$ cat src/rtl/opl_pkg.sv
// opl_pkg: shared types and codes for the ordered point list engine
// request and result beat layouts, operation and status codes
// no dependencies
package opl_pkg;

	// operation codes
	localparam logic [2:0] OP_APPEND = 3'd0;
	localparam logic [2:0] OP_INSERT = 3'd1;
	localparam logic [2:0] OP_REMOVE = 3'd2;
	localparam logic [2:0] OP_READ   = 3'd3;
	localparam logic [2:0] OP_CLEAR  = 3'd4;

	// status codes
	localparam logic [1:0] ST_DONE  = 2'd0;
	localparam logic [1:0] ST_FULL  = 2'd1;
	localparam logic [1:0] ST_RANGE = 2'd2;

	// request beat
	typedef struct packed {
		logic [2:0]         op;
		logic [5:0]         position;
		logic signed [15:0] x_coord;
		logic signed [15:0] y_coord;
	} req_t;

	// result beat
	typedef struct packed {
		logic signed [15:0] read_x;
		logic signed [15:0] read_y;
		logic [6:0]         entry_count;
		logic [1:0]         status;
	} res_t;

endpackage

$ cat src/rtl/ordered_point_list_engine_top.sv
// ordered_point_list_engine_top: ordered list of (x,y) points in one on-chip memory
// single-port-write, registered-read memory plus a shift sequencer
// depends on opl_pkg
//
// Usage
//   Request channel: a beat is taken at a rising edge with start high and busy low.
//   Result channel: one result beat per request, shown for exactly one cycle with
//   done high; the receiver must take it then, there is no back-pressure.
// Result timing
//   append, clear, rejected requests, insert at the end, remove of the last entry:
//   registered at the accepting edge; read: via the memory read and S_READ;
//   other inserts: via S_SHIFT, S_DRAIN, S_PLACE; other removes: S_SHIFT, S_DRAIN.
// Throughput
//   busy is low again in the cycle the result is shown, so a new request may be
//   taken then. Insert and remove move one entry per cycle through the memory
//   (one read and one write each cycle); that shift loop sets the worst-case rate.
// Reset
//   arst_n clears the count and the sequencer; the list is empty afterward.
//   Memory contents are not cleared: only entries below the count are read.
module ordered_point_list_engine_top #(
	parameter int CAPACITY    = 64,
	parameter int COORD_WIDTH = 16
) (
	input  logic         clk,
	input  logic         arst_n,
	input  logic         start,
	output logic         busy,
	input  opl_pkg::req_t req,
	output logic         done,
	output opl_pkg::res_t res
);
	import opl_pkg::*;

	localparam int AW = $clog2(CAPACITY);
	localparam int CW = $clog2(CAPACITY + 1);
	localparam int PW = (CW > 6) ? CW : 6;
	localparam int SW = (COORD_WIDTH < 16) ? COORD_WIDTH : 16;

	typedef enum logic [2:0] {
		S_IDLE,
		S_SHIFT,
		S_DRAIN,
		S_PLACE,
		S_READ
	} state_t;

	state_t           state_q;
	logic [CW-1:0]    count_q;
	logic [AW-1:0]    ra_q;
	logic [AW-1:0]    stop_q;
	logic [AW-1:0]    pos_q;
	logic [2*SW-1:0]  pt_q;
	logic             ins_q;
	logic             wv_s1;
	logic [AW-1:0]    wa_s1;
	logic             done_q;
	res_t             res_q;

	// point memory with registered read
	logic [2*SW-1:0]  mem [CAPACITY];
	logic [2*SW-1:0]  rd_q;
	logic             we;
	logic [AW-1:0]    waddr;
	logic [2*SW-1:0]  wdata;
	logic [AW-1:0]    raddr;

	logic             accept;
	logic [PW-1:0]    pos_w;
	logic [PW-1:0]    cnt_w;
	logic             full;
	logic [2*SW-1:0]  new_pt;
	logic             direct_wr;

	assign accept = start && (state_q == S_IDLE);
	assign pos_w  = PW'(req.position);
	assign cnt_w  = PW'(count_q);
	assign full   = (count_q == CW'(CAPACITY));
	assign new_pt = {SW'(req.x_coord), SW'(req.y_coord)};

	// append, or insert exactly at the end, writes straight away
	assign direct_wr = accept && !full &&
		((req.op == OP_APPEND) || ((req.op == OP_INSERT) && (pos_w == cnt_w)));

	// read address: requested position when idle, shift cursor otherwise
	assign raddr = (state_q == S_IDLE) ? AW'(req.position) : ra_q;

	// write port select
	always_comb begin
		we    = 1'b0;
		waddr = wa_s1;
		wdata = rd_q;
		priority if (direct_wr) begin
			we    = 1'b1;
			waddr = AW'(count_q);
			wdata = new_pt;
		end else if (wv_s1) begin
			we    = 1'b1;
			waddr = wa_s1;
			wdata = rd_q;
		end else if (state_q == S_PLACE) begin
			we    = 1'b1;
			waddr = pos_q;
			wdata = pt_q;
		end
	end

	// memory array
	always_ff @(posedge clk) begin
		if (we)
			mem[waddr] <= wdata;
		rd_q <= mem[raddr];
	end

	// sequencer, count and result register
	always_ff @(posedge clk or negedge arst_n) begin
		if (!arst_n) begin
			state_q <= S_IDLE;
			count_q <= '0;
			ra_q    <= '0;
			stop_q  <= '0;
			pos_q   <= '0;
			pt_q    <= '0;
			ins_q   <= 1'b0;
			wv_s1   <= 1'b0;
			wa_s1   <= '0;
			done_q  <= 1'b0;
			res_q   <= '0;
		end else begin
			done_q <= 1'b0;
			wv_s1  <= 1'b0;
			unique case (state_q)
				S_IDLE: begin
					if (accept) begin
						pos_q <= AW'(req.position);
						pt_q  <= new_pt;
						res_q <= '0;
						unique case (req.op)
							OP_APPEND: begin
								done_q <= 1'b1;
								if (full) begin
									res_q.entry_count <= 7'(count_q);
									res_q.status      <= ST_FULL;
								end else begin
									count_q           <= count_q + 1'b1;
									res_q.entry_count <= 7'(count_q + 1'b1);
									res_q.status      <= ST_DONE;
								end
							end
							OP_INSERT: begin
								if (full) begin
									done_q            <= 1'b1;
									res_q.entry_count <= 7'(count_q);
									res_q.status      <= ST_FULL;
								end else if (pos_w > cnt_w) begin
									done_q            <= 1'b1;
									res_q.entry_count <= 7'(count_q);
									res_q.status      <= ST_RANGE;
								end else if (pos_w == cnt_w) begin
									done_q            <= 1'b1;
									count_q           <= count_q + 1'b1;
									res_q.entry_count <= 7'(count_q + 1'b1);
									res_q.status      <= ST_DONE;
								end else begin
									// move entries up, highest first
									ins_q   <= 1'b1;
									ra_q    <= AW'(count_q - 1'b1);
									stop_q  <= AW'(req.position);
									state_q <= S_SHIFT;
								end
							end
							OP_REMOVE: begin
								if (pos_w >= cnt_w) begin
									done_q            <= 1'b1;
									res_q.entry_count <= 7'(count_q);
									res_q.status      <= ST_RANGE;
								end else if (pos_w == cnt_w - 1'b1) begin
									done_q            <= 1'b1;
									count_q           <= count_q - 1'b1;
									res_q.entry_count <= 7'(count_q - 1'b1);
									res_q.status      <= ST_DONE;
								end else begin
									// move entries down, lowest first
									ins_q   <= 1'b0;
									ra_q    <= AW'(pos_w + 1'b1);
									stop_q  <= AW'(count_q - 1'b1);
									state_q <= S_SHIFT;
								end
							end
							OP_READ: begin
								if (pos_w >= cnt_w) begin
									done_q            <= 1'b1;
									res_q.entry_count <= 7'(count_q);
									res_q.status      <= ST_RANGE;
								end else begin
									state_q <= S_READ;
								end
							end
							OP_CLEAR: begin
								done_q            <= 1'b1;
								count_q           <= '0;
								res_q.entry_count <= '0;
								res_q.status      <= ST_DONE;
							end
							default: begin
								done_q            <= 1'b1;
								res_q.entry_count <= 7'(count_q);
								res_q.status      <= ST_DONE;
							end
						endcase
					end
				end
				S_SHIFT: begin
					// one read issued per cycle, written back one slot over next cycle
					wv_s1 <= 1'b1;
					wa_s1 <= ins_q ? ra_q + 1'b1 : ra_q - 1'b1;
					if (ra_q == stop_q)
						state_q <= S_DRAIN;
					else
						ra_q <= ins_q ? ra_q - 1'b1 : ra_q + 1'b1;
				end
				S_DRAIN: begin
					// last moved entry is written this cycle
					if (ins_q) begin
						state_q <= S_PLACE;
					end else begin
						done_q            <= 1'b1;
						count_q           <= count_q - 1'b1;
						res_q.entry_count <= 7'(count_q - 1'b1);
						res_q.status      <= ST_DONE;
						state_q           <= S_IDLE;
					end
				end
				S_PLACE: begin
					done_q            <= 1'b1;
					count_q           <= count_q + 1'b1;
					res_q.entry_count <= 7'(count_q + 1'b1);
					res_q.status      <= ST_DONE;
					state_q           <= S_IDLE;
				end
				S_READ: begin
					done_q            <= 1'b1;
					res_q.read_x      <= 16'(rd_q[2*SW-1:SW]);
					res_q.read_y      <= 16'(rd_q[SW-1:0]);
					res_q.entry_count <= 7'(count_q);
					res_q.status      <= ST_DONE;
					state_q           <= S_IDLE;
				end
				default: begin
					state_q <= S_IDLE;
				end
			endcase
		end
	end

	assign busy = (state_q != S_IDLE);
	assign done = done_q;
	assign res  = res_q;

	// count never goes past the capacity
	a_count_bound: assert property (@(posedge clk) disable iff (!arst_n)
		count_q <= CW'(CAPACITY))
		else $error("entry count above capacity");

	// pending moved-entry writes only happen during a shift
	a_wv_state: assert property (@(posedge clk) disable iff (!arst_n)
		wv_s1 |-> ((state_q == S_SHIFT) || (state_q == S_DRAIN)))
		else $error("moved-entry write outside shift");

	// a rejected request leaves the count alone
	a_reject_stable: assert property (@(posedge clk) disable iff (!arst_n)
		(done_q && (res_q.status != ST_DONE)) |-> $stable(count_q))
		else $error("rejected request changed the count");

	// a shift never reports done while the sequencer is still moving entries
	a_no_done_in_shift: assert property (@(posedge clk) disable iff (!arst_n)
		(state_q == S_SHIFT) |=> !done_q || (state_q == S_SHIFT) || (state_q == S_DRAIN)
			|| ($past(state_q) != S_SHIFT))
		else $error("result during shift");

endmodule

$ cat config.mk
export PLATFORM = sky130hd
export DESIGN_NAME = ordered_point_list_engine_top
export DESIGN_NICKNAME = d
export VERILOG_FILES = /design/src/rtl/opl_pkg.sv /design/src/rtl/ordered_point_list_engine_top.sv
export SDC_FILE = /design/constraint.sdc
export NUM_CORES = 2
export LEC_CHECK = 0
export BUFFER_PORTS_ARGS = -buffer_cell sky130_fd_sc_hd__buf_2
export CAP_MARGIN = 20
export CORE_UTILIZATION = 57
export DETAILED_ROUTE_END_ITERATION = 10
export GPL_ROUTABILITY_DRIVEN = 0
export PLACE_DENSITY_LB_ADDON = 0.08
export RECOVER_POWER = 100
export SETUP_SLACK_MARGIN = 0.3
export SLEW_MARGIN = 20
export SYNTH_ARGS = -nofsm -noshare
export SYNTH_HDL_FRONTEND = slang
export SYNTH_SLANG_ARGS = --single-unit
$ cat constraint.sdc
create_clock -name clk -period 4.95 [get_ports clk]
set_input_delay 0.2475 -clock clk [delete_from_list [all_inputs] [get_ports clk]]
set_output_delay 0.2475 -clock clk [all_outputs]
set_load 0.1 [all_outputs]
# Yosys cells after proc, flatten, opt, wreduce, memory -nomap -nowiden

Memories as Yosys holds them, arrays and structs flattened. A register that Yosys moved wholly into a read port is not among the register bits.
Index checks and enable logic that the tools add are counted.

Register bits after elaboration: 110
Latch bits: 0
Bits in writable memories: 2048
Memory bits (read-only): 0
Output and inout bits: 43
Word-level logic and storage cells: 156
Memories: 1

Memory list:

| name | words | bits a word | read ports | clocked after memory_dff | wr ports | line                                | RTL |
|---|---|---|---|---|---|---|---|
| mem  | 64    | 32          | 1          | 1                        | 1        | ordered_point_list_engine_top.sv:60 | `logic [2*SW-1:0] mem [CAPACITY];` |

Add/sub/neg operators: 5
Multipliers: 0
Divide/modulo/power cells: 0
$lt $le $gt $ge: 2
Eq/ne operators: 33
Shift operators: 0
Mux-type cells: 79
Bitwise operators: 0
Reduce and logical (&&, ||, !) cells: 22

Operators by type and width:

| cell                | count |
|---|---|
| $mux 6              | 18 |
| $mux 32             | 3 |
| $mux 9              | 8 |
| $pmux 32 s2         | 1 |
| $mux 7              | 8 |
| $pmux 9 s5          | 1 |
| $mux 41             | 1 |
| $pmux 6 s2          | 3 |
| $pmux 9 s4          | 1 |
| $pmux 7 s4          | 1 |
| $mux 3              | 8 |
| $ne 3x3->1 const B  | 8 |
| $pmux 7 s3          | 1 |
| $mux 1              | 19 |
| $ne 2x2->1 const B  | 9 |
| $pmux 3 s3          | 2 |
| $reduce_and 9->1    | 2 |
| $eq 6x7->1          | 2 |
| $add 6x1->6 const B | 2 |
| $eq 3x2->1 const B  | 4 |
| $reduce_and 10->1   | 1 |
| $reduce_and 8->1    | 1 |
| $add 7x1->7 const B | 1 |
| $eq 7x7->1 const B  | 1 |
| 24 further kinds    | 35 |

# Logic depth before layout (Yosys ltp)

Depth in word-level cells: 7
Depth in mapped cells: 12
Mapped depth without buffers: 8

# Worst setup path before layout

OpenSTA, ideal clock, no wires.

Path type: register to register
Start point: register count_q[4], in the netlist cnt_w[4]
End point: memory mem[62][0] (netlist name), enable pin
Data arrival time: 4.743 ns
Data required time: 4.489 ns
Setup slack: -0.254 ns
Cell stages (with the launch flop): 11
Path buffers: 2
Period minus slack after synthesis: 5.204 ns
Cell sequence: dfrtp_1 > clkbuf_1 > clkinv_1 > ha_1 > nand4b_1 > o21ai_0 > nand3_1 > clkbuf_1 > mux2i_1 > nand2_1 > nor3_1

Word-level cells in the longest chain between the ends: 7

Ends and longest elaborated chain:

| what                                                  | line                                                                     | RTL |
|---|---|---|
| start: declaration                                    | ordered_point_list_engine_top.sv:48                                      | `logic [CW-1:0] count_q;` |
| start signal: assignment                              | ordered_point_list_engine_top.sv:144                                     | `count_q <= count_q + 1'b1;` |
| start signal: assignment                              | ordered_point_list_engine_top.sv:160                                     | `count_q <= count_q + 1'b1;` |
| start signal: assignment                              | ordered_point_list_engine_top.sv:178                                     | `count_q <= count_q - 1'b1;` |
| $eq 7x7->1 or $eq 6x7->1 (tied branches)              | ordered_point_list_engine_top.sv:77, ordered_point_list_engine_top.sv:82 |  |
| $logic_not 1->1 or $logic_and 1x1->1 (tied branches)  | ordered_point_list_engine_top.sv:81, ordered_point_list_engine_top.sv:82 |  |
| $logic_and 1x1->1 or $logic_or 1x1->1 (tied branches) | ordered_point_list_engine_top.sv:81, ordered_point_list_engine_top.sv:82 |  |
| $logic_and 1x1->1                                     | ordered_point_list_engine_top.sv:81                                      | `assign direct_wr = accept && !full &&` |
| $mux 1                                                | ordered_point_list_engine_top.sv:92                                      | `priority if (direct_wr) begin` |
| $mux 1                                                | ordered_point_list_engine_top.sv:109                                     | `if (we)` |
| $mux 1 (not written as such)                          | ordered_point_list_engine_top.sv:110                                     | `mem[waddr] <= wdata;` |
| end: declaration                                      | ordered_point_list_engine_top.sv:60                                      |  |

Parallel ways exist; a longest one is shown, timed or not.

# Final worst setup path

Start point: register state_q[1]
End point: register rd_q[15], read port of mem

Word-level cells in the longest chain between the ends: 2

Ends and longest elaborated chain:

| what                     | line                                 | RTL |
|---|---|---|
| start: declaration       | ordered_point_list_engine_top.sv:47  | `state_t state_q;` |
| start signal: assignment | ordered_point_list_engine_top.sv:117 | `state_q <= S_IDLE;` |
| start signal: assignment | ordered_point_list_engine_top.sv:168 | `state_q <= S_SHIFT;` |
| start signal: assignment | ordered_point_list_engine_top.sv:186 | `state_q <= S_SHIFT;` |
| $logic_not 3->1          | ordered_point_list_engine_top.sv:85  | `assign raddr = (state_q == S_IDLE) ? AW'(req.position) : ra_q;` |
| $mux 6                   | ordered_point_list_engine_top.sv:85  |  |
| end: declaration         | ordered_point_list_engine_top.sv:61  | `logic [2*SW-1:0] rd_q;` |

No other way between the ends.
A chain may end at the register's enable or synchronous reset.

==> metrics.yaml <==
min_path:
  hold_class: "in -> reg"
  hp-start: "req[9]"
route:
  dr.first_iter.drc_count: 7778
  totalWireLength_um: 277000
  drc: 0
  detail_route.wl_per_cell_um: 32.8
  drtAntennaViolNets: 0
  firstDrtPassIters: 6
  routed-via-count: 57300
  vias_per_cell: 6.79
worst_setup_path:
  path_class: "reg -> reg"
  cp.arrival_ps: 5440
  cp_max_fo: 20
  cp-startpoint: "state_q[1]$_DFFE_PN0P_"
  reg2reg_from: "state_q[1]$_DFFE_PN0P_"
  critPathSlowestCell: "mux2i_4"
  worstPathRequired_ps: 5630
  worst-path-buf-inv: 5
  cp_slowest_stage_delay_ps: 910
  crit_chain: "buf_4 > nor3_4 > inv_2 > mux2i_4 > or2_2 > buf_12 > buf_4 > o22ai_1 > o41ai_1 > clkbuf_1 > o2111ai_1"
  crit_top_cell: "buf_4"
  end_kind: "flip-flop"
  startpoint_type: "flip-flop"
  critical-path-top-delay-family: "buffers and inverters"
yosys:
  yosysTopAreaCell: "edfxtp_1"
  seq_area_frac_synth: 0.735
  synthCells: 5936
  synth_edf_count: 2048
  synth-seq-cells: 2190
  syn_nets: 5992
  yosys.area.top_type_share: 0.697
  synthFlopType: "edfxtp_1"
  syn_avg_cell_area_um2: 14.9
  synth_compound_area_frac: 0.107
  synth_area_mm2: 0.0883
  synthAdderAreaFrac: 0.00170
  synthSimpleGateAreaFrac: 0.0604
  synth_xor_xnor_area_share: 0.00344
  synthMuxAreaShare: 0.0702
  yosysWarnings: 0
  synth_top_family_by_area: "compound AO/OA/AOI/OAI gates"
  async_reset_ff_frac: 0.0502
  synth_area_leaders: "edfxtp_1 70%, mux2i_1 6.9%, dfrtp_1 3.1%, a211o_1 2.9%, nand2_1 2.6%"
  synth_cell_types: 77
floorplanning:
  fp.coreArea_mm2: 0.154
  rows: 144
  die_h_um: 396
  die_w_um: 396
  start_util: 0.574
  die-area_mm2: 0.156
  io-pin-count: 87
power:
  powerDensity_mw_per_mm2: 649
  peakVddDrop_mv: 0.516
  p_leak_uw: 0.0344
clock_network:
  postCtsSetupBuffers: 0
  cts_sinks: 2190
  clk_pin_slew_worst_paths_ps: 60
  cts_buffers: 213
  clk_latency_ps: 850
  root_buffer: "clkbuf_16"
  clockBufferDepth: 3
  cts_tree: "built"
  htree_levels: 4
finish:
  nets: 6253
  syn2layout_area_growth_pct: 14.7
  mostFrequentLayoutCell: "edfxtp_1"
  drive_above_1_share: 0.129
  stdcell_area_mm2: 0.101
  multi_input_comb_area_mm2: 0.0222
  final_cell_mix: "2,048 x edfxtp_1, 615 x nand2_1, 601 x mux2i_1, 345 x nand3_1, 326 x o21ai_0"
  regArea_mm2: 0.0649
  n_fill_cell: 10900
timing:
  worst_pin_slew_ps: 3320
  worst_slack_ps: 193
  slew_headroom: -1.21
  hold_viol_final: 0
  rsz0062_at_grt: "false"
  finalHoldWorstSlack_ps: 169
  finalSetupViolations: 0
  fmax_mhz: 210
  maxSlewViolCount: 96
  min_period_ps: 4760
  min_period_over_period: 0.961
  skew_ps: 29.0
global_route:
  grt_antenna_before_repair: 19
  track_usage: 0.351
  grt_pass1_vias: 54300
  grt_pass1_wl_um: 392000
  grt_max_degree: 175
  overflow: 0
status:
  status: "finished with violations"
  failed_checks: "capacitance limit, slew limit"
place:
  dp_slack_ps: 476
  port-buffer-count: 86
  place_hpwl_um: 158000
  placed_area_mm2: 0.0947
flow_run:
  max_cap_violations: 2
-- routing by layer --
layer	track usage	vias up	wire length, µm
met1	0.489	29200	106000
met3	0.0772	678	31000
met4	0.175	8	15800
met2	0.523	3549	124000
li1	-	23800	-
met5	0	-	48
-- cell families after synthesis --
kind of cell / count (synthesis)
buf+inv: 480
simple gates: 1210
flops: 2190
fa+ha+maj: 12
compound gates: 1398
mux: 617
xor+xnor: 29
-- final cells by class --
type,count,area share
multi-input cells,3266,0.220
diodes,3,0.0000742
inverters,20,0.000742
flip-flops and latches,2190,0.641
repair buffers,506,0.0439
well taps,2044,0.0253
clock buffers,283,0.0572
clock inverters,120,0.0121
-- worst reg2reg max path: stages, from the launching register on --
cell and delay [ps]:
dfrtp_1 320, buf_4 230, nor3_4 80, inv_2 280, mux2i_4 920, or2_2 830, buf_12 300, buf_4 230
o22ai_1 100, o41ai_1 650, clkbuf_1 410, o2111ai_1 240
-- power by group --
| part | total, µW | switching, µW | leakage [µW] | internal, µW |
|---|---|---|---|---|
| clock | 16300 | 7070 | 0.00341 | 9280 |
| sequential | 24900 | 758 | 0.0203 | 24100 |
| combinational | 24500 | 17600 | 0.0107 | 6900 |
-- synth_stat cells, drive strengths merged (41+ instances only) --
cell type and n:
edfxtp 2048, o2111ai 128, dfrtp 110, nand3 346, o21ai 329, o22ai 227, nor2 122, buf 133
mux2i 606, o41ai 97, nor4 41, clkbuf 327, a211o 288, nand2 617, a21oi 255
-- flip-flops by register name, summed over array words and instances, names as in the netlist --
register and count:
pos_q 6, wa_s1 6, mem 2048, rd_q 32, ins_q 1, stop_q 6
pt_q 32, res 41, state_q 3, cnt_w 7, wv_s1 1, done 1
ra_q 6
-- per-stage QoR --
stage | cells | util | setup TNS [ps] | power (µW)
2_1_floorplan | 5936 | - | -29020 | 37900
3_3_place_gp | 7978 | 0.615 | 0 | 49200
3_5_place_dp | 7979 | 0.615 | 0 | 49500
4_1_cts | 8428 | 0.664 | 0 | 65600
5_1_grt | 8429 | 0.658 | 0 | 67300
6_report | 8432 | 0.658 | 0 | 65700
-- repair_timing --
| item | 4_1_cts | 5_1_grt |
|---|---|---|
| setup endpoints to repair | 0 | 175 |
| resized for setup | 0 | 3 |
| hold endpoints to repair | 108 | 0 |
| hold buffers | 46 | 0 |
-- path summary, 6_finish.rpt --
check	to	slack, ps	cells past startpoint
worst max-delay path	rd_q[15]$_DFF_P_	190	11
worst min-delay path	pt_q[9]$_DFFE_PN0P_	170	4
worst max register to register	rd_q[15]$_DFF_P_	190	11
worst min register to register	res[29]$_DFFE_PN0P_	450	2
max in group asynchronous	res[22]$_DFFE_PN0P_	1160	3
min in group asynchronous	ra_q[0]$_DFFE_PN0P_	1060	2
Power figures use the tool's default switching activity.
